<file path="config.mk">
export PLATFORM = sky130hd
export DESIGN_NAME = poram_ctrl
export DESIGN_NICKNAME = d
export VERILOG_FILES = /design/src/sv/path_oram_access_controller_defines.svh /design/src/sv/poram_pkg.sv /design/src/sv/poram_ctrl.sv
export SDC_FILE = /design/constraint.sdc
export NUM_CORES = 1
export LEC_CHECK = 0
export ABC_AREA = 1
export BUFFER_PORTS_ARGS = -buffer_cell sky130_fd_sc_hd__buf_2
export CAP_MARGIN = 15
export CORE_ASPECT_RATIO = 1.2
export CORE_MARGIN = 2
export CORE_UTILIZATION = 25
export DETAILED_ROUTE_END_ITERATION = 10
export SETUP_SLACK_MARGIN = 0.05
export SYNTH_ARGS = -nofsm -noshare
export SYNTH_HDL_FRONTEND = slang
export SYNTH_SLANG_ARGS = --single-unit
</file>
<file path="constraint.sdc">
create_clock -name i_clk -period 1.75 [get_ports i_clk]
set_clock_uncertainty 0.05 [all_clocks]
set_input_delay 0.35 -clock i_clk [delete_from_list [all_inputs] [get_ports i_clk]]
set_output_delay 0.35 -clock i_clk [all_outputs]
set_load 0.01 [all_outputs]
</file>
<file path="src/sv/path_oram_access_controller_defines.svh">
// Assertion macros shared by the Path ORAM access controller.
`ifndef PATH_ORAM_ACCESS_CONTROLLER_DEFINES_SVH
`define PATH_ORAM_ACCESS_CONTROLLER_DEFINES_SVH
// Implication checked at every rising clock edge outside reset.
`define PORAM_ASSERT_IMPL(label, clk, rst_n, pre, post, msg) \
    label: assert property (@(posedge clk) disable iff (!rst_n) (pre) |-> (post)) \
        else $error(msg);
// Next-cycle implication checked outside reset.
`define PORAM_ASSERT_NEXT(label, clk, rst_n, pre, post, msg) \
    label: assert property (@(posedge clk) disable iff (!rst_n) (pre) |=> (post)) \
        else $error(msg);
`endif

</file>
<file path="src/sv/poram_pkg.sv">
// Shared types and constants of the Path ORAM access controller.
package poram_pkg;
    localparam int unsigned OPCODE_BITS = 1;
    localparam int unsigned INDEX_BITS  = 8;
    localparam int unsigned LEAF_BITS   = 8;
    localparam int unsigned DATA_BITS   = 32;
    localparam int unsigned FILL_BITS   = 8;

    localparam logic OP_READ  = 1'b0;
    localparam logic OP_WRITE = 1'b1;

    typedef enum logic [3:0] {
        ST_CLEAR,
        ST_IDLE,
        ST_MAP_RD,
        ST_MAP_WR,
        ST_PATH_RD,
        ST_PATH_WAIT,
        ST_FIND,
        ST_FIND_WAIT,
        ST_SERVE,
        ST_EV_START,
        ST_EV_SCAN,
        ST_EV_WAIT,
        ST_EV_TAKE,
        ST_EV_FILL,
        ST_EV_DONE,
        ST_RESULT
    } t_state;

    // Commands from the controller to the datapath.
    typedef struct packed {
        logic clear_step;
        logic capture_in;
        logic map_write;
        logic path_take;
        logic find_take;
        logic serve;
        logic ev_start;
        logic ev_take;
        logic ev_fill;
        logic ev_done;
        logic result_load;
        logic out_load;
    } t_cmd;

    // Status from the datapath to the controller.
    typedef struct packed {
        logic clear_last;
        logic idx_ok;
        logic path_last;
        logic find_last;
        logic ev_last;
        logic fill_last;
        logic level_last;
    } t_status;
endpackage

</file>
<file path="src/sv/poram_ctrl.sv">
// Controller state machine sequencing one access through the datapath.
module poram_ctrl (
    input  logic               i_clk,
    input  logic               i_rst_n,
    input  logic               i_in_valid,
    output logic               o_in_ready,
    output logic               o_out_valid,
    input  logic               i_out_ready,
    output poram_pkg::t_cmd    o_cmd,
    input  poram_pkg::t_status i_status,
    output logic               o_busy
);
    import poram_pkg::*;

    t_state r_state, n_state;
    logic   r_out_valid, n_out_valid;

    always_ff @(posedge i_clk) begin
        if (!i_rst_n) begin
            r_state <= ST_CLEAR;
            r_out_valid <= 1'b0;
        end else begin
            r_state <= n_state;
            r_out_valid <= n_out_valid;
        end
    end

    always_comb begin
        n_state = r_state;
        n_out_valid = r_out_valid && !i_out_ready;
        o_cmd = '0;
        o_in_ready = 1'b0;
        unique case (r_state)
            ST_CLEAR: begin
                o_cmd.clear_step = 1'b1;
                if (i_status.clear_last) n_state = ST_IDLE;
            end
            ST_IDLE: begin
                o_in_ready = 1'b1;
                if (i_in_valid) begin
                    o_cmd.capture_in = 1'b1;
                    n_state = ST_MAP_RD;
                end
            end
            ST_MAP_RD: begin
                n_state = i_status.idx_ok ? ST_MAP_WR : ST_RESULT;
            end
            ST_MAP_WR: begin
                o_cmd.map_write = 1'b1;
                n_state = ST_PATH_RD;
            end
            ST_PATH_RD: begin
                n_state = ST_PATH_WAIT;
            end
            ST_PATH_WAIT: begin
                o_cmd.path_take = 1'b1;
                n_state = i_status.path_last ? ST_FIND : ST_PATH_RD;
            end
            ST_FIND: begin
                n_state = i_status.find_last ? ST_SERVE : ST_FIND_WAIT;
            end
            ST_FIND_WAIT: begin
                o_cmd.find_take = 1'b1;
                n_state = ST_FIND;
            end
            ST_SERVE: begin
                o_cmd.serve = 1'b1;
                n_state = ST_EV_START;
            end
            ST_EV_START: begin
                o_cmd.result_load = 1'b1;
                o_cmd.ev_start = 1'b1;
                n_state = ST_EV_SCAN;
            end
            ST_EV_SCAN: begin
                n_state = i_status.ev_last ? ST_EV_FILL : ST_EV_WAIT;
            end
            // The stash entry is out; its leaf is looked up in this cycle.
            ST_EV_WAIT: begin
                n_state = ST_EV_TAKE;
            end
            ST_EV_TAKE: begin
                o_cmd.ev_take = 1'b1;
                n_state = ST_EV_SCAN;
            end
            ST_EV_FILL: begin
                if (i_status.fill_last) begin
                    n_state = ST_EV_DONE;
                end else begin
                    o_cmd.ev_fill = 1'b1;
                end
            end
            ST_EV_DONE: begin
                o_cmd.ev_done = 1'b1;
                n_state = (i_status.level_last) ? ST_RESULT : ST_EV_START;
            end
            ST_RESULT: begin
                if (!r_out_valid || i_out_ready) begin
                    o_cmd.out_load = 1'b1;
                    n_out_valid = 1'b1;
                    n_state = ST_IDLE;
                end
            end
            default: n_state = ST_IDLE;
        endcase
    end

    assign o_out_valid = r_out_valid;
    assign o_busy = (r_state != ST_IDLE);
endmodule

</file>
Word-level counts from Yosys, hierarchy flattened:

Cells that the tools add are included.

* eq/ne operators: 20
* mux-type cells: 27
* reduce and logical (&&, ||, !) cells: 7

Operators by type and width (count)
* $pmux 4 s15: 1
* $eq 4x4->1 const B: 8
* $mux 4: 6
* $mux 1: 17
* $eq 4x3->1 const B: 4
* $eq 4x2->1 const B: 2
* $ne 2x2->1 const B: 4
* $mux 3: 2
* $eq 4x1->1 const B: 1
* $logic_not 4->1: 1
* $ne 4x1->1 const B: 1
* $reduce_and 4->1: 1
* $logic_not 1->1: 2
* $mux 2: 1
* $reduce_or 2->1: 1
* $logic_and 1x1->1: 1
* $logic_or 1x1->1: 1

* register bits: 5
* bits of input ports: 11
* output and inout bits: 15

Longest topological paths before layout:

* word-level depth: 4
* mapped depth: 9
* gate-level depth less buffers: 9

Worst setup path after synthesis:

OpenSTA, ideal clock, no wires.

* path type: register -> output
* from: register r_state[0]
* to: output o_cmd[10] (netlist bit)
* data arrival time: 0.903 ns
* slack: 0.447 ns
* cell stages (with the launch flop): 5
* path buffers: 0
* cell sequence: dfxtp_1 -> inv_1 -> nor2_2 -> nand2_1 -> nor2_1

RTL lines
* from (decl): line poram_ctrl.sv:15 `t_state r_state, n_state;`
* from (signal assigned): line poram_ctrl.sv:23 `r_state <= n_state;`
* to (decl): line poram_ctrl.sv:9 `output poram_pkg::t_cmd o_cmd,`

==> results.ini <==
[sta]
rsz0062_at_grt = yes
fmax_ghz = 0.6078
worst_pin_slew_ps = 222.2
slew_headroom_pct = 85.07
min_period_over_period_pct = 94.02
hold_viol = 0
whs_ps = 356.6
setup_tns_ps = 0
fin_crit_ps = 1645
drv_slew = 0
setup_viol = 0

[yosys]
ys_types = 14
yosys.cell_count.top_type = nand2_1
synth-edff-count = 0
ys_async_sr_fraction_pct = 0
synth_seq_area_share_pct = 19.70
ys.flop_type = dfxtp_1
yosysWarnings = 0
synth_top_area_share_pct = 20.69
synth_commonest_cells = nand2_1 (28), inv_1 (25), nor2_1 (21), nand3_1 (6), dfxtp_1 (5)
netlist_area_um2 = 508.0
ys_ff_latch = 5
synth_top_cell_by_area = nand2_1
syn-mean-instance-area_um2 = 4.980
synth_area_leaders = nand2_1 (21%), dfxtp_1 (20%), inv_1 (18%)
synth_cells = 102
syn_nets = 113

[worst_setup_path]
start_kind = flop
worstRegToRegCells = 9
rrSetupSlack_ps = 300
worstReg2RegStart = r_state[0]$_SDFFE_PN0P_
cpMaxStageDelayCell = dfxtp_1
worstSetupPathType = reg -> out
worstPathRequired_ps = 1350
crit_path_end_kind = output port
crit_fanout = 5
cp.arrival_ps = 1250
crit_chain = nand2_1 > inv_1 > nand2_2 > nor2_1 > buf_2
r2r-end = r_state[0]$_SDFFE_PN0P_
critPathMaxStageDelay_ps = 400

[clock_network]
cts.path.max_buffers = 2
path_clk_slew_ps = 40
insertion_delay_ps = 240
numCtsBuffers = 3
clkSinkCount = 5
clock-root-buffer = clkbuf_4
tritoncts = yes
htreeDepth = 1

[detailed_routing]
ant_nets = 0
wl_per_cell_um = 9.693
first_iter_violations = 31
vias_per_cell = 4.600
drc = 0
drt-total-wl_um = 1454
vias = 690
firstDrtPassIters = 4

[final_layout]
diodes = 0
fin_area_um2 = 693.2
layout-drive-gt1-share_pct = 28.24
final_cells = 150
final_nets = 143
final_util_pct = 37.03
syn2layout_area_growth_pct = 36.45

[global_routing]
first_global_vias = 589
antenna_found_initial = 0
globalRouteOverflowTotal = 0
grt_pass1_wl_um = 2228
grt_max_degree = 8
grt_usage_pct = 12.71

[floorplan]
core_mm2 = 0.001872
num_rows = 17
dieArea_mm2 = 0.002410
start_util_pct = 27.14
dieHeight_um = 53.38
die_x_um = 45.15
ios = 26

[min_path]
hold_depth = 3
hold_path_class = in -> reg
worst_hold_startpoint = i_rst_n
holdPathEnd = r_state[1]$_SDFFE_PN0P_

[power]
peakVddDrop_mv = 0.3658
power_density_mw_per_mm2 = 875.5
p_leak_uw = 0.0004629

[placed_design]
dpl.hpwl_um = 1178
place_area_um2 = 649.4
io_buffers = 25
dpl.cell_count = 145
place.gp.congestion = 0.8354

[status]
status = completed

[job]
drv_cap = 0

[stage by stage]
step | total power, uW | worst slack, ps
6_report | 606.9 | 104.6
5_1_grt | 666.1 | 21.76
4_1_cts | 605.3 | 58.42
3_5_place_dp | 466.3 | 325.6
3_3_place_gp | 468.0 | 345.5
2_1_floorplan | 370.1 | 447.1
[cells in the final DEF, fill, tap and decap left out]
| master | instances |
|---|---|
| buf_2 | 25 |
| nand3_1 | 6 |
| a21oi_1 | 4 |
| nor3_1 | 3 |
| dfxtp_2 | 2 |
| nand2_2 | 1 |
| o21ai_1 | 1 |
| nand2_1 | 27 |
| inv_1 | 25 |
| buf_4 | 1 |
| clkbuf_1 | 1 |
| o21bai_1 | 1 |
| o21ai_0 | 3 |
| o2111ai_1 | 1 |
| o21ai_2 | 1 |
| nor2_1 | 19 |
| nor2_2 | 4 |
| dfxtp_1 | 3 |
| clkbuf_4 | 3 |
[worst max-delay path: cells and delay by family (launching register included)]
kind	cells	cell delay, ps
buffers and inverters	2	260
flip-flops	1	400
AND/OR/NAND/NOR	3	350
[layout make-up]
type	count	area [um2]
fillers	224	1179
repair buffers	26	132.6
multi-input cells	71	314.1
clock buffers	4	26.28
well taps	19	23.77
inverters	25	93.84
flip-flops and latches	5	102.6
[kinds of logic (layout without fill, tap and decap cells)]
logic type | count (synthesis) | count (layout) | synth area share, %
buffers and inverters | 26 | 55 | 19.95
AND/OR/NAND/NOR | 60 | 60 | 47.54
AO/OA/AOI/OAI | 11 | 11 | 12.81
flip-flops | 5 | 5 | 19.71
[power breakdown]
group | internal [uW] | total, uW | switching (uW) | leakage, uW
Clock | 86.1 | 131 | 45.3 | 0.0000150
Sequential | 136 | 162 | 26.4 | 0.0000414
Combinational | 112 | 314 | 202 | 0.000406
[registers in the layout, summed over array words and instances (netlist names)]
name and cells:
o_out_valid 1, r_state 4
[how the worst max path moves through the flow]
stage	from	cells past startpoint	slack (ps)	end
3_3_place_gp	r_state[0]$_SDFFE_PN0P_	5	350	o_cmd[3]
2_1_floorplan	r_state[0]$_SDFFE_PN0P_	4	450	o_cmd[10]
4_1_cts	r_state[0]$_SDFFE_PN0P_	5	60	o_cmd[3]
5_1_grt	r_state[3]$_SDFFE_PN0P_	5	20	o_cmd[3]
3_5_place_dp	r_state[0]$_SDFFE_PN0P_	5	330	o_cmd[0]
6_report	r_state[3]$_SDFFE_PN0P_	5	100	o_cmd[3]
[what timing repair did]
| action | CTS | global route |
|---|---|---|
| pin swaps | 0 | 1 |
| hold buffers | 0 | 0 |
| setup buffers | 0 | 1 |
| resized for setup | 1 | 4 |
| setup endpoints to repair | 1 | 7 |
| cloned | 0 | 0 |
[layer usage]
metal	up-vias	wire [um]	global-route usage, %
met5	-	0	0
met1	301	629	14.92
li1	363	-	-
met4	0	0	7.353
met3	0	117	1.365
met2	26	707	21.67
No activity file was read; power rests on OpenSTA's default activity.
